**src/sv/gaussian_polar_transform_core_defines.svh**
```systemverilog
// Assertion macros shared by the Gaussian polar transform RTL.
// Each macro expects signals named clk and rst_n in the enclosing scope.
`ifndef GAUSSIAN_POLAR_TRANSFORM_CORE_DEFINES_SVH
`define GAUSSIAN_POLAR_TRANSFORM_CORE_DEFINES_SVH

// Same-cycle implication, checked out of reset only.
`define GPT_ASSERT_IMP(lbl, ante, cons) \
    lbl: assert property (@(posedge clk) disable iff (!rst_n) (ante) |-> (cons)) \
        else $error("gpt assertion failed");

// Next-cycle implication, checked out of reset only.
`define GPT_ASSERT_NXT(lbl, ante, cons) \
    lbl: assert property (@(posedge clk) disable iff (!rst_n) (ante) |=> (cons)) \
        else $error("gpt assertion failed");

`endif

```
**src/sv/gpt_pkg.sv**
```systemverilog
// Types, constants and state encoding for the Gaussian polar transform core.
// No dependencies; used by every module of the block.
package gpt_pkg;

    localparam int UNIFORM_BITS = 24;
    localparam int ABS_W        = UNIFORM_BITS;
    localparam int SQ_W         = 2 * UNIFORM_BITS - 1;
    localparam int SUM_W        = 2 * UNIFORM_BITS;
    localparam int F_BITS       = 2 * UNIFORM_BITS - 2;
    localparam int P_W          = 6;
    localparam int K_W          = 5;

    localparam logic [ABS_W-1:0] HALF_U         = ABS_W'(1) << (UNIFORM_BITS - 1);
    localparam logic [SUM_W-1:0] UNIT_RADIUS_SQ = SUM_W'(1) << F_BITS;
    localparam logic [6:0]       NORM_K_BASE    = 7'd61;
    localparam logic [24:0]      TWO_LN2_Q24    = 25'd23258160;
    localparam logic [30:0]      STD_DEV_RESET  = 31'd65536;

    localparam logic REG_MEAN    = 1'b0;
    localparam logic REG_STD_DEV = 1'b1;

    typedef struct packed {
        logic [UNIFORM_BITS-1:0] uniform_a;
        logic [UNIFORM_BITS-1:0] uniform_b;
    } in_item_t;

    typedef struct packed {
        logic signed [31:0] sample;
        logic               last_of_pair;
    } out_item_t;

    // Classified pair waiting for the back end.
    typedef struct packed {
        logic [SQ_W-1:0]  s;
        logic [P_W-1:0]   p;
        logic [K_W-1:0]   k;
        logic             neg1;
        logic             neg2;
        logic [ABS_W-1:0] a1;
        logic [ABS_W-1:0] a2;
    } q_entry_t;

    typedef enum logic [3:0] {
        ST_IDLE,
        ST_LOG,
        ST_MUL_LO,
        ST_MUL_HI,
        ST_SQRT_G,
        ST_SQRT_R,
        ST_DIV,
        ST_MUL_X,
        ST_MUL_T,
        ST_OUT
    } back_state_t;

endpackage

```
**src/sv/gpt_queue.sv**
```systemverilog
// Two-entry queue between the classifying front end and the back end.
// Depends on gpt_pkg and the shared assertion macros.
`include "gaussian_polar_transform_core_defines.svh"
module gpt_queue (
    input  logic              clk,
    input  logic              rst_n,
    input  logic              push,
    input  gpt_pkg::q_entry_t push_data,
    output logic              full,
    input  logic              pop,
    output gpt_pkg::q_entry_t pop_data,
    output logic              empty
);
    import gpt_pkg::*;

    q_entry_t   mem [2];
    logic       wr_ptr_reg;
    logic       rd_ptr_reg;
    logic [1:0] count_reg;

    assign full     = (count_reg == 2'd2);
    assign empty    = (count_reg == 2'd0);
    assign pop_data = mem[rd_ptr_reg];

    always_ff @(posedge clk)
    begin
        if (push)
        begin
            mem[wr_ptr_reg] <= push_data;
        end
    end

    always_ff @(posedge clk or negedge rst_n)
    begin
        if (!rst_n)
        begin
            wr_ptr_reg <= 1'b0;
            rd_ptr_reg <= 1'b0;
            count_reg  <= 2'd0;
        end
        else
        begin
            if (push)
            begin
                wr_ptr_reg <= ~wr_ptr_reg;
            end
            if (pop)
            begin
                rd_ptr_reg <= ~rd_ptr_reg;
            end
            if (push && !pop)
            begin
                count_reg <= count_reg + 2'd1;
            end
            else if (pop && !push)
            begin
                count_reg <= count_reg - 2'd1;
            end
        end
    end

    `GPT_ASSERT_IMP(a_no_overflow, push, count_reg != 2'd2)
    `GPT_ASSERT_IMP(a_no_underflow, pop, count_reg != 2'd0)
    `GPT_ASSERT_NXT(a_count_up, push && !pop, count_reg == $past(count_reg) + 2'd1)

endmodule

```
**config.mk**
```make
export PLATFORM = sky130hd
export DESIGN_NAME = gpt_queue
export DESIGN_NICKNAME = d
export VERILOG_FILES = /design/src/sv/gpt_pkg.sv /design/src/sv/gpt_queue.sv
export VERILOG_INCLUDE_DIRS = /design/src /design/src/sv
export SDC_FILE = /design/constraint.sdc
export NUM_CORES = 1
export LEC_CHECK = 0
export CORE_ASPECT_RATIO = 0.5
export CORE_MARGIN = 4
export CORE_UTILIZATION = 45
export CTS_CLUSTER_DIAMETER = 120
export CTS_CLUSTER_SIZE = 20
export DETAILED_ROUTE_END_ITERATION = 7
export DONT_BUFFER_PORTS = 1
export PLACE_DENSITY_LB_ADDON = 0.25
export SLEW_MARGIN = 40
export SYNTH_ARGS = -nofsm -noshare
export SYNTH_HDL_FRONTEND = slang
export SYNTH_SLANG_ARGS = --single-unit
export TNS_END_PERCENT = 20
```
**constraint.sdc**
```tcl
create_clock -name clk -period 6.75 [get_ports clk]
set_clock_uncertainty 0.15 [all_clocks]
set_input_delay 1.35 -clock clk [delete_from_list [all_inputs] [get_ports clk]]
set_output_delay 1.35 -clock clk [all_outputs]
set_load 0.02 [all_outputs]
```
# == Word level (Yosys, flattened, before mapping) ==
# Memories as Yosys holds them, arrays and structs flattened.
# Cells that the tools add are included.
# word_totals
regBits,4
mem_bits_rw,216
inputBits,112
out_inout_bits,110
word_cells,19
memories,1
# op_classes
n_addsub,2
n_eq_ne,1
muxes,4
bitwise_logic,2
n_reduce_logical,6
# memory_table
memory,depth,width,read_ports,rd_ports_with_merged_regs,write_ports,line_no,source
mem,2,108,1,0,1,gpt_queue.sv:16,q_entry_t mem [2];
# op_table
operator,n
$mux W2,2
$add A2 B1 Y2 const B,1
$eq A2 B2 Y1 const B,1
$logic_and A1 B1 Y1,2
$logic_not A1 Y1,2
$logic_not A2 Y1,1
$mux W1,2
$not A1 Y1,2
$reduce_bool A2 Y1,1
$sub A2 B1 Y2 const B,1

# == Depth between registers and ports, before layout ==
# logic_depth
word_depth,4
depth_mapped,5
ltp_nobuf,5

# == Least setup slack after synthesis ==
# OpenSTA, ideal clock, no wires.
# synth_path
path_kind,input to register
startpoint,input port push
endpoint,"memory mem[0][0] (netlist bit), enable pin"
setup_ns,0.589
t_arrival_ns,6.044
required_ns,6.011
slack_ns,-0.033
path_stages,1
path_buffers,0
cell_sequence,nor2b_1
# synth_via
elab_chain_cells,2
# synth_lines
item,line_no,source
from (decl),gpt_queue.sv:7,"input logic push,"
$mux W1,gpt_queue.sv:27,if (push)
$mux W1 (not written as such),gpt_queue.sv:29,mem[wr_ptr_reg] <= push_data;
to (decl),gpt_queue.sv:16,
# No other way between the ends.

==> impl_metrics.env <==
export IMPL_outcome="finished, final reports clean"
export IMPL_floorplan_die_width_um=197
export IMPL_avgSynthCellArea_sq_um=22.7
export IMPL_cts_tree="yes"
export IMPL_cp_end_kind="output pin"
export IMPL_vias=3172
export IMPL_ir_worst_vdd_mv=0.207
export IMPL_report_final_hold_viol_count=0
export IMPL_synth_simple_gate_area_share_pct=0.328
export IMPL_timing_fmax_ghz=0.268
export IMPL_post_cts_buffers=0
export IMPL_min_period_ps=3730
export IMPL_syn2layout_area_growth_pct=8.58
export IMPL_grt_pass1_vias=3407
export IMPL_clk_path_buf_depth=3
export IMPL_setup_viol=0
export IMPL_post_dp_hpwl_mm=9.88
export IMPL_p_leak_nw=2.82
export IMPL_largest_reg_flops=216
export IMPL_finalMaxSlewViolations=0
export IMPL_antenna_cells=0
export IMPL_placement_io_buffers=0
export IMPL_synth_sequential_area_ratio_pct=82.3
export IMPL_syn_inst=352
export IMPL_routed_wirelength_mm=14.1
export IMPL_grt_util_all_layers_pct=13.4
export IMPL_cts_hold_buf=0
export IMPL_grt_pass1_wl_mm=20.5
export IMPL_avgRoutedWirePerCell_um=23.6
export IMPL_dieArea_sq_mm=0.0201
export IMPL_viasPerCell=5.30
export IMPL_synth_net_count=465
export IMPL_core_sq_mm=0.0174
export IMPL_ys_seq_elements=220
export IMPL_clk_pin_slew_ps=80
export IMPL_seq_area_sq_mm=0.00659
export IMPL_yosys_area_share_xor_xnor_pct=0.547
export IMPL_path_class="register to output pin"
export IMPL_clk_latency_ps=460
export IMPL_multi_input_area_sq_mm=0.00135
export IMPL_synth_compound_area_share_pct=0
export IMPL_num_fill_cells=1361
export IMPL_die_h_um=102
export IMPL_cts_buffers=14
export IMPL_first_iter_violations=165
export IMPL_gp_congestion=0.802
export IMPL_fin_tns_setup_ps=0
export IMPL_cts_resized=0
export IMPL_row_count=34
export IMPL_worst_pin_slew_ps=772
export IMPL_cts_root_buf="clkbuf_16"
export IMPL_firstDrtPassIters=4
export IMPL_pin_count=222
export IMPL_fin_crit_sh_pct=55.2
export IMPL_crit_fanout=40
export IMPL_max_slew_margin_pct=48.5
export IMPL_drtAntennaViolNets=0
export IMPL_drive_above_1_share_pct=35.9
export IMPL_pre_cts_slack_ps=3360
export IMPL_synth_warnings=0
export IMPL_cts_num_sinks=220
export IMPL_grt_max_degree=82
export IMPL_initial_core_util_pct=46.0
export IMPL_rsz0062_at_grt="no"
export IMPL_drc_errors=0
export IMPL_synth_top_family_by_area="multiplexers"
export IMPL_layout_commonest_cell="edfxtp_1"
export IMPL_synthMuxAreaShare_pct=15.7
export IMPL_p_total_mw=3.82
export IMPL_synth_cell_area_sq_mm=0.00801
export IMPL_start_kind="register"
export IMPL_hp_class="register to register"
export IMPL_powerDensity_mw_per_mm2=439
export IMPL_synthAdderAreaFrac_pct=0.156
export IMPL_setup_slack_ps=3020
export IMPL_yosysUniqueCellTypes=13
export IMPL_grt_overflow_total=0
export IMPL_cp_data_arrival_time_ps=2230
export IMPL_final_cell_mix="edfxtp_1, mux2_2, clkbuf_16"
export IMPL_fin_nets=474
export IMPL_fin_util_pct=50.0
export IMPL_antenna_found_initial=0
export IMPL_cap_viol_max_count=0
export IMPL_required_ps=5250
export IMPL_h_tree_depth=1
## metal layers
metal | part of all wire [%] | track usage (%)
met1 | 35 | 14.4
met2 | 55 | 25.2
met3 | 7.9 | 5.01
met4 | 2.5 | 3.89
met5 | 0 | 0
## worst max-delay path, cell delays in order (launching register included)
cell and delay [ps]:
dfrtp_4 710, buf_4 550, mux2_2 470
## report_power, final
part           internal, mW  switching [mW]
registers              1.81           0.107
logic                 0.365           0.728
clock network         0.406           0.396
## final timing paths
check | start | end | slack, ps | cells after the start
max | rd_ptr_reg | pop_data[106] | 3020 | 2
min | count_reg[1] | count_reg[1] | 360 | 1
max reg2reg | wr_ptr_reg | mem[1][41] | 4630 | 2
min reg2reg | count_reg[1] | count_reg[1] | 360 | 1
max in group asynchronous | rst_n | rd_ptr_reg | 5950 | 0
min in group asynchronous | rst_n | rd_ptr_reg | 420 | 0
## synthesized netlist by cell type
cell type | n | area share (%)
edfxtp_1 | 216 | 81
mux2_2 | 98 | 14
mux2_4 | 10 | 1.9
buf_2 | 9 | 0.56
dfrtp_1 | 4 | 1.3
xor2_1 | 4 | 0.44
buf_6 | 3 | 0.42
nor2_1 | 2 | 0.094
nor2b_1 | 2 | 0.16
and2_1 | 1 | 0.078
ha_1 | 1 | 0.16
inv_1 | 1 | 0.047
xnor2_1 | 1 | 0.11
## stage by stage
| step | cells | hold WS (ps) | cell area, sq um |
|---|---|---|---|
| global route | 599 | 380 | 8690 |
| finish | 599 | 363 | 8690 |
| detailed placement | 578 | 356 | 8280 |
| global placement | 577 | 332 | 8260 |
| floorplan | 352 | 306 | 8010 |
| CTS | 598 | 368 | 8680 |
## layout make-up
type | count | share of cell area [%]
Sequential cell | 220 | 75.8
Timing Repair Buffer | 5 | 0.749
Tap cell | 234 | 3.37
Multi-Input combinational cell | 119 | 15.5
Clock buffer | 20 | 4.53
Inverter | 1 | 0.0432
## cell families (layout without fill, tap and decap cells)
logic type               Yosys count  after routing
AND/OR/NAND/NOR                    5              5
buffers and inverters             13             26
XOR/XNOR                           5              5
multiplexers                     108            108
adder cells (fa/ha/maj)            1              1
flip-flops                       220            220
(Power assumes the default switching activity.)
