`src/sv/gaussian_polar_transform_core_defines.svh`:
```
// Assertion macros shared by the Gaussian polar transform RTL.
// Each macro expects signals named clk and rst_n in the enclosing scope.
`ifndef GAUSSIAN_POLAR_TRANSFORM_CORE_DEFINES_SVH
`define GAUSSIAN_POLAR_TRANSFORM_CORE_DEFINES_SVH

// Same-cycle implication, checked out of reset only.
`define GPT_ASSERT_IMP(lbl, ante, cons) \
    lbl: assert property (@(posedge clk) disable iff (!rst_n) (ante) |-> (cons)) \
        else $error("gpt assertion failed");

// Next-cycle implication, checked out of reset only.
`define GPT_ASSERT_NXT(lbl, ante, cons) \
    lbl: assert property (@(posedge clk) disable iff (!rst_n) (ante) |=> (cons)) \
        else $error("gpt assertion failed");

`endif

```
`src/sv/gpt_pkg.sv`:
```
// Types, constants and state encoding for the Gaussian polar transform core.
// No dependencies; used by every module of the block.
package gpt_pkg;

    localparam int UNIFORM_BITS = 24;
    localparam int ABS_W        = UNIFORM_BITS;
    localparam int SQ_W         = 2 * UNIFORM_BITS - 1;
    localparam int SUM_W        = 2 * UNIFORM_BITS;
    localparam int F_BITS       = 2 * UNIFORM_BITS - 2;
    localparam int P_W          = 6;
    localparam int K_W          = 5;

    localparam logic [ABS_W-1:0] HALF_U         = ABS_W'(1) << (UNIFORM_BITS - 1);
    localparam logic [SUM_W-1:0] UNIT_RADIUS_SQ = SUM_W'(1) << F_BITS;
    localparam logic [6:0]       NORM_K_BASE    = 7'd61;
    localparam logic [24:0]      TWO_LN2_Q24    = 25'd23258160;
    localparam logic [30:0]      STD_DEV_RESET  = 31'd65536;

    localparam logic REG_MEAN    = 1'b0;
    localparam logic REG_STD_DEV = 1'b1;

    typedef struct packed {
        logic [UNIFORM_BITS-1:0] uniform_a;
        logic [UNIFORM_BITS-1:0] uniform_b;
    } in_item_t;

    typedef struct packed {
        logic signed [31:0] sample;
        logic               last_of_pair;
    } out_item_t;

    // Classified pair waiting for the back end.
    typedef struct packed {
        logic [SQ_W-1:0]  s;
        logic [P_W-1:0]   p;
        logic [K_W-1:0]   k;
        logic             neg1;
        logic             neg2;
        logic [ABS_W-1:0] a1;
        logic [ABS_W-1:0] a2;
    } q_entry_t;

    typedef enum logic [3:0] {
        ST_IDLE,
        ST_LOG,
        ST_MUL_LO,
        ST_MUL_HI,
        ST_SQRT_G,
        ST_SQRT_R,
        ST_DIV,
        ST_MUL_X,
        ST_MUL_T,
        ST_OUT
    } back_state_t;

endpackage

```
`src/sv/gpt_front.sv`:
```
// Front end: takes uniform pairs, squares the offsets, rejects pairs outside
// the unit circle or at zero radius. Depends on gpt_pkg.
module gpt_front (
    input  logic              clk,
    input  logic              rst_n,
    input  logic              in_valid,
    output logic              in_stall,
    input  gpt_pkg::in_item_t in_item,
    output logic              push,
    output gpt_pkg::q_entry_t push_data,
    input  logic              full
);
    import gpt_pkg::*;

    logic             f_valid_reg;
    logic [SQ_W-1:0]  f_sq1_reg;
    logic [SQ_W-1:0]  f_sq2_reg;
    logic [ABS_W-1:0] f_a1_reg;
    logic [ABS_W-1:0] f_a2_reg;
    logic             f_n1_reg;
    logic             f_n2_reg;

    logic             n1;
    logic             n2;
    logic [ABS_W-1:0] a1;
    logic [ABS_W-1:0] a2;
    logic [2*ABS_W-1:0] prod1;
    logic [2*ABS_W-1:0] prod2;
    logic [SUM_W-1:0] sum;
    logic [P_W-1:0]   msb;
    logic [6:0]       kk;
    logic             reject;
    logic             adv;

    assign n1    = ~in_item.uniform_a[UNIFORM_BITS-1];
    assign n2    = ~in_item.uniform_b[UNIFORM_BITS-1];
    assign a1    = n1 ? (HALF_U - in_item.uniform_a) : (in_item.uniform_a - HALF_U);
    assign a2    = n2 ? (HALF_U - in_item.uniform_b) : (in_item.uniform_b - HALF_U);
    assign prod1 = a1 * a1;
    assign prod2 = a2 * a2;

    assign sum    = {1'b0, f_sq1_reg} + {1'b0, f_sq2_reg};
    assign reject = (sum == '0) || (sum > UNIT_RADIUS_SQ);

    always_comb
    begin
        msb = '0;
        for (int i = 0; i < SUM_W; i++)
        begin
            if (sum[i])
            begin
                msb = P_W'(i);
            end
        end
    end

    // shift count that brings the radius square to at least 2^60
    assign kk = NORM_K_BASE - {1'b0, msb};

    assign adv      = !f_valid_reg || reject || !full;
    assign in_stall = f_valid_reg && !adv;
    assign push     = f_valid_reg && !reject && !full;

    always_comb
    begin
        push_data.s    = sum[SQ_W-1:0];
        push_data.p    = msb;
        push_data.k    = kk[K_W:1];
        push_data.neg1 = f_n1_reg;
        push_data.neg2 = f_n2_reg;
        push_data.a1   = f_a1_reg;
        push_data.a2   = f_a2_reg;
    end

    always_ff @(posedge clk or negedge rst_n)
    begin
        if (!rst_n)
        begin
            f_valid_reg <= 1'b0;
        end
        else if (adv)
        begin
            f_valid_reg <= in_valid;
        end
    end

    always_ff @(posedge clk)
    begin
        if (adv && in_valid)
        begin
            f_sq1_reg <= prod1[SQ_W-1:0];
            f_sq2_reg <= prod2[SQ_W-1:0];
            f_a1_reg  <= a1;
            f_a2_reg  <= a2;
            f_n1_reg  <= n1;
            f_n2_reg  <= n2;
        end
    end

endmodule

```
`config.mk`:
```
export PLATFORM = sky130hd
export DESIGN_NAME = gpt_front
export DESIGN_NICKNAME = d
export VERILOG_FILES = /design/src/sv/gaussian_polar_transform_core_defines.svh /design/src/sv/gpt_pkg.sv /design/src/sv/gpt_front.sv
export SDC_FILE = /design/constraint.sdc
export NUM_CORES = 2
export LEC_CHECK = 0
export ABC_AREA = 1
export BUFFER_PORTS_ARGS = -buffer_cell sky130_fd_sc_hd__buf_2
export CAP_MARGIN = 40
export CORE_ASPECT_RATIO = 0.5
export CORE_MARGIN = 2
export CORE_UTILIZATION = 45
export DETAILED_ROUTE_END_ITERATION = 8
export GPL_ROUTABILITY_DRIVEN = 0
export PLACE_DENSITY_LB_ADDON = 0.3
export SLEW_MARGIN = 10
export SYNTH_ARGS = -nofsm -noshare
export SYNTH_HDL_FRONTEND = slang
export SYNTH_SLANG_ARGS = --single-unit
```
`constraint.sdc`:
```
create_clock -name clk -period 7 [get_ports clk]
set_input_delay 0.35 -clock clk [delete_from_list [all_inputs] [get_ports clk]]
set_output_delay 0.35 -clock clk [all_outputs]
set_load 0.005 [all_outputs]
```
== After elaboration in Yosys (flattened, before gate mapping) ==
Cells that the tools add are included.
Word-level totals
  output and inout bits: 110
  register bits: 145
  word-level logic and storage cells: 79
  bits of input ports: 52
Cells by class
  $lt $le $gt $ge: 1
  reduce and logical (&&, ||, !) cells: 12
  multiply operators: 2
  multiplexer cells: 49
  $add $sub $neg: 6
  bitwise operators: 2
Operators by type and width (number)
  $mux W6: 45
  $mul A24 B24 Y47: 2
  $add A47 B47 Y48: 1
  $gt A48 B47 Y1 const B: 1
  $logic_not A48 Y1: 1
  $mux W24: 2
  $sub A24 B24 Y24 const A: 2
  $sub A24 B24 Y24 const B: 2
  $sub A6 B6 Y6 const A: 1
  $logic_and A1 B1 Y1: 4
  $logic_not A1 Y1: 4
  $logic_or A1 B1 Y1: 3
  $mux W2: 1
  $not A1 Y1: 2
  $mux W1: 1

== Longest topological paths before layout ==
  word-level depth: 49
  depth in mapped cells: 55
  depth with buffers taken out: 53

== Least setup slack after synthesis ==
OpenSTA, ideal clock, no wires.
  kind: input port to flip-flop
  start: input in_item[0] in the netlist's numbering
  end: register f_sq2_reg[46], data pin
  required time: 6740 ps
  cell stages on the path: 45
  data arrival time: 8302 ps
  path slack: -1562 ps
  path buffers: 2
  library setup time: 260 ps
  path through: inv_1 > clkbuf_1 > ha_1 > inv_1 > nor2_1 > inv_1 > nor4_1 > nand3_1 > o21ai_0 > or2_2 > nand2_1 > inv_1 > clkbuf_1 > nor2_1 > fa_1 > inv_1 > fa_1 > fa_1 > [... 9 more ...] > nand2_1 > nand2_1 > nand2_1 > nand3_1 > nand2_1 > nand2_1 > nand2_1 > a21oi_1 > o21ai_1 > nand2_1 > nand2_1 > nand2_1 > nand2_1 > a21oi_1 > o21ai_1 > nand4_1 > nand2_1 > xnor2_1
On the way
  longest elaborated chain between the ends: 3
  elaborated cells on any way between the ends: 4
  classes of those cells: add/sub: 2; mul: 1; mux: 1
RTL lines
  from (decl): RTL line gpt_front.sv:8  | input gpt_pkg::in_item_t in_item,
  $sub A24 B24 Y24: RTL line gpt_front.sv:38  | assign a2 = n2 ? (HALF_U - in_item.uniform_b) : (in_item.uniform_b - HALF_U);
  $mux W24 *: RTL line gpt_front.sv:38
  net a2[18]: RTL line gpt_front.sv:26  | logic [ABS_W-1:0] a2;
  $mul A24 B24 Y47 *: RTL line gpt_front.sv:40  | assign prod2 = a2 * a2;
  net prod2[46]: RTL line gpt_front.sv:28  | logic [2*ABS_W-1:0] prod2;
  to (signal assigned): RTL line gpt_front.sv:92  | f_sq2_reg <= prod2[SQ_W-1:0];
  to (decl): RTL line gpt_front.sv:17  | logic [SQ_W-1:0] f_sq2_reg;
Mark *: on every way through the listed nets, which the timed path passes. The rest lies on a longest branch.
A chain may end at the register's enable or synchronous reset.

== Worst setup path in the final report ==
  start: input in_item[4] in the netlist's numbering
  end: register f_sq2_reg[45], data pin
On the way
  longest elaborated chain between the ends: 3
  elaborated cells on any way between the ends: 4
  classes of those cells: add/sub: 2; mul: 1; mux: 1
RTL lines (RTL line)
  $sub A24 B24 Y24: gpt_front.sv:38
  $mux W24 *: gpt_front.sv:38
  $mul A24 B24 Y47 *: gpt_front.sv:40
  net prod2[45]: gpt_front.sv:28
Marks and branches as above.

==> summary.txt <==
Clock network
  – Clk_lat worst skew: 530 ps
  – Root buf cell: clkbuf_16
  – Sink Count: 141
  – CTS tree: built
  – H-tree Lvls: 4
  – Register clock-pin slew on the reported worst setup and hold paths: 60 ps
  – Inserted Clock Buffers: 17
  – Maximum root-to-sink buffer count: 2

Worst setup path
  – Critical path class: in -> reg
  – CP Capture Type: flip-flop
  – Worst-path maximum fanout: 3
  – Setup crit start: in_item[4]
  – Critical-path top delay cell: fa_2
  – R2R setup slack: 1590 ps
  – Most used cell, CP: inv_2
  – Element type at the critical path start: input pin
  – CP required: 7250 ps
  – Reg-to-reg critical path startpoint: f_sq1_reg[7]
  – Largest stage delay on the critical path: 590 ps
  – Worst Path Arrival: 8050 ps

Logic synthesis
  – Seq/Total Area, Yosys: 0.109
  – Yosys reg bits: 141
  – YS warnings: 0
  – Synth top area share: 0.435
  – Synth unique cells: 54
  – Synth Instances: 4361
  – Ys async rst share: 0.00709
  – Post-Syn Area: 38800 um2
  – Syn avg cell area: 8.90 um2
  – Post-synth EDFFs: 140
  – Top_reg_cell synth: edfxtp_1
  – Synth area leaders: fa_1 (43%), inv_1 (12%), ha_1 (12%)
  – Cell taking the most area after synthesis: fa_1

Global route
  – Gr ovfl total: 0
  – Vias in the first global route: 33591
  – Initial antenna violation count: 5
  – Met1 Usage GRT: 0.358
  – GRT Max-Usage Layer: met2
  – GR Layer Usage met3: 0.0591
  – First-pass GRT wire length: 175000 um
  – Total Routing Usage GR: 0.254
  – Largest net degree at the start of global routing: 55
  – Grt met2 use: 0.391

STA
  – FMAX: 128 MHz
  – Fin Clk Skew: 26.7 ps
  – Hold Violations, Final: 0
  – RSZ-0062 raised after global routing: yes
  – Fin Setup TNS: -22730 ps
  – Slew @ Worst Pin: 728 ps
  – Final worst path period share: 1.11
  – Final number of setup-violating endpoints: 45
  – Final setup margin: -796 ps
  – Minimum clock period: 7800 ps
  – Max-slew violation count: 0
  – Worst slew margin: 0.513

Final layout
  – Nets@finish: 6547
  – Post-Layout Inst Area: 49400 um2
  – ANT cells: 0
  – Ratio of cells with drive above 1 in the final layout: 0.258
  – Final core utilization: 0.576
  – Area Overhead vs Synth: 27.2%

Floorplanning
  – Std cell rows: 76
  – Core Area: 85800 um2
  – Area of the die: 88800 um2
  – Initial Utilization: 0.453
  – Die Ht: 212 um
  – Ports: 162
  – Die width: 419 um

Routing
  – WL/cell: 16.7 um
  – Total wire length: 108000 um
  – Average vias per placed instance: 4.83
  – DRT Pass-1 Iters: 5
  – Vias: 31158
  – Antenna Violating Nets Remaining: 0
  – Iter 0 DRT Violations: 2081
  – # DRC: 0

Placed design
  – Placed Area: 46900 um2
  – Pre-CTS setup slack: -1540 ps
  – Port Buf Inserts: 161
  – Post-DP HPWL: 91500 um

Run status
  – Status: finished, violations left
  – Violated checks: negative setup slack

Job
  – MaxCap Viol Count: 0

Worst hold path
  – Worst hold path type: in -> async
## worst max-delay path, delay by kind of cell
family          cells  cell delay, ps
xor+xnor            1             150
simple gates       20            2190
fa+ha+maj           8            3940
buf+inv            11             810
compound gates      4             600
## final timing paths
path                                      end  depth (start not counted)
worst max-delay path            f_sq2_reg[45]                         44
worst min-delay path              f_valid_reg                          2
worst max register to register   f_sq2_reg[6]                         25
worst min register to register    f_valid_reg                          2
max in group asynchronous         f_valid_reg                          2
min in group clk                  f_valid_reg                          3
## synth_stat cells, types with 5 or more instances
| master | count |
|---|---|
| inv_1 | 1274 |
| fa_1 | 843 |
| nand2_1 | 531 |
| nor2_1 | 496 |
| ha_1 | 382 |
| a21oi_1 | 156 |
| edfxtp_1 | 140 |
| xor2_1 | 100 |
| clkbuf_1 | 78 |
| nand3_1 | 45 |
| xnor2_1 | 45 |
| o21ai_0 | 42 |
| nor3_1 | 22 |
| a31oi_1 | 21 |
| or2_2 | 20 |
| nand4_1 | 18 |
| nand2_2 | 14 |
| o21ai_1 | 13 |
| buf_1 | 11 |
| clkinv_1 | 11 |
| nand3b_1 | 9 |
| inv_2 | 7 |
| o21a_1 | 7 |
| o211ai_1 | 6 |
| a21o_1 | 5 |
| buf_4 | 5 |
| o21bai_1 | 5 |
| o31ai_1 | 5 |
## placed cells by master (no fill, tap or decap), types with 19 or more instances in the layout
cell and count:
edfxtp_1 140, ha_4 33, nand3_1 34, nand2_1 480, buf_4 730, buf_2 154, xnor2_1 38, nand2_2 55
inv_2 44, a21oi_2 28, ha_1 348, nor2_1 442, o21ai_0 30, buf_6 54, xor2_1 87, nor2_2 40
a21oi_1 117, conb_1 34, fa_1 824, fa_2 19, inv_1 1232
## what timing repair did
item / in CTS / in global routing
pin swaps: 88 / 132
resized for setup: 157 / 199
endpoints found under the setup margin: 48 / 56
buffers inserted: 55 / 34
cloned: 1 / 0
hold buffers: 1 / 0
endpoints found under the hold margin: 1 / 0
## final cells by class
| type | instances | area (um2) |
|---|---|---|
| multi-input cells | 2865 | 31100 |
| well taps | 1170 | 1460 |
| inverters | 1293 | 4910 |
| repair inverters | 1 | 7.51 |
| fillers | 7373 | 36400 |
| repair buffers | 951 | 7080 |
| clock inverters | 15 | 129 |
| flip-flops and latches | 141 | 4230 |
| clock buffers | 17 | 425 |
## stage by stage
step,cells,hold slack (ps)
3_3_place_gp,6358,125
5_1_grt,6453,123
2_1_floorplan,4393,54.4
6_report,6453,144
3_5_place_dp,6358,128
4_1_cts,6436,101
## per-layer routing
layer  up-vias  wire length (um)
met5         -                63
met4        10              3100
met3       191              8460
met2      1026             48100
met1     15380             48100
li1      14551                 -
## kinds of logic (layout without fill, tap and decap cells)
logic type                 count (synthesis)  after routing  share of synthesized area
DFF                                      141            141                      0.109
AOI/OAI and AO/OA                        285            285                     0.0427
buffers and inverters                   1387           2277                      0.135
xor gates and xnor gates                 146            146                     0.0331
other                                      2             34                   0.000193
and+or+nand+nor                         1175           1175                      0.123
adders and majority gates               1225           1225                      0.558
Power is left out: the tool's default activity adds up to more than one toggle a clock period on the data nets, which glitch-free logic cannot reach.
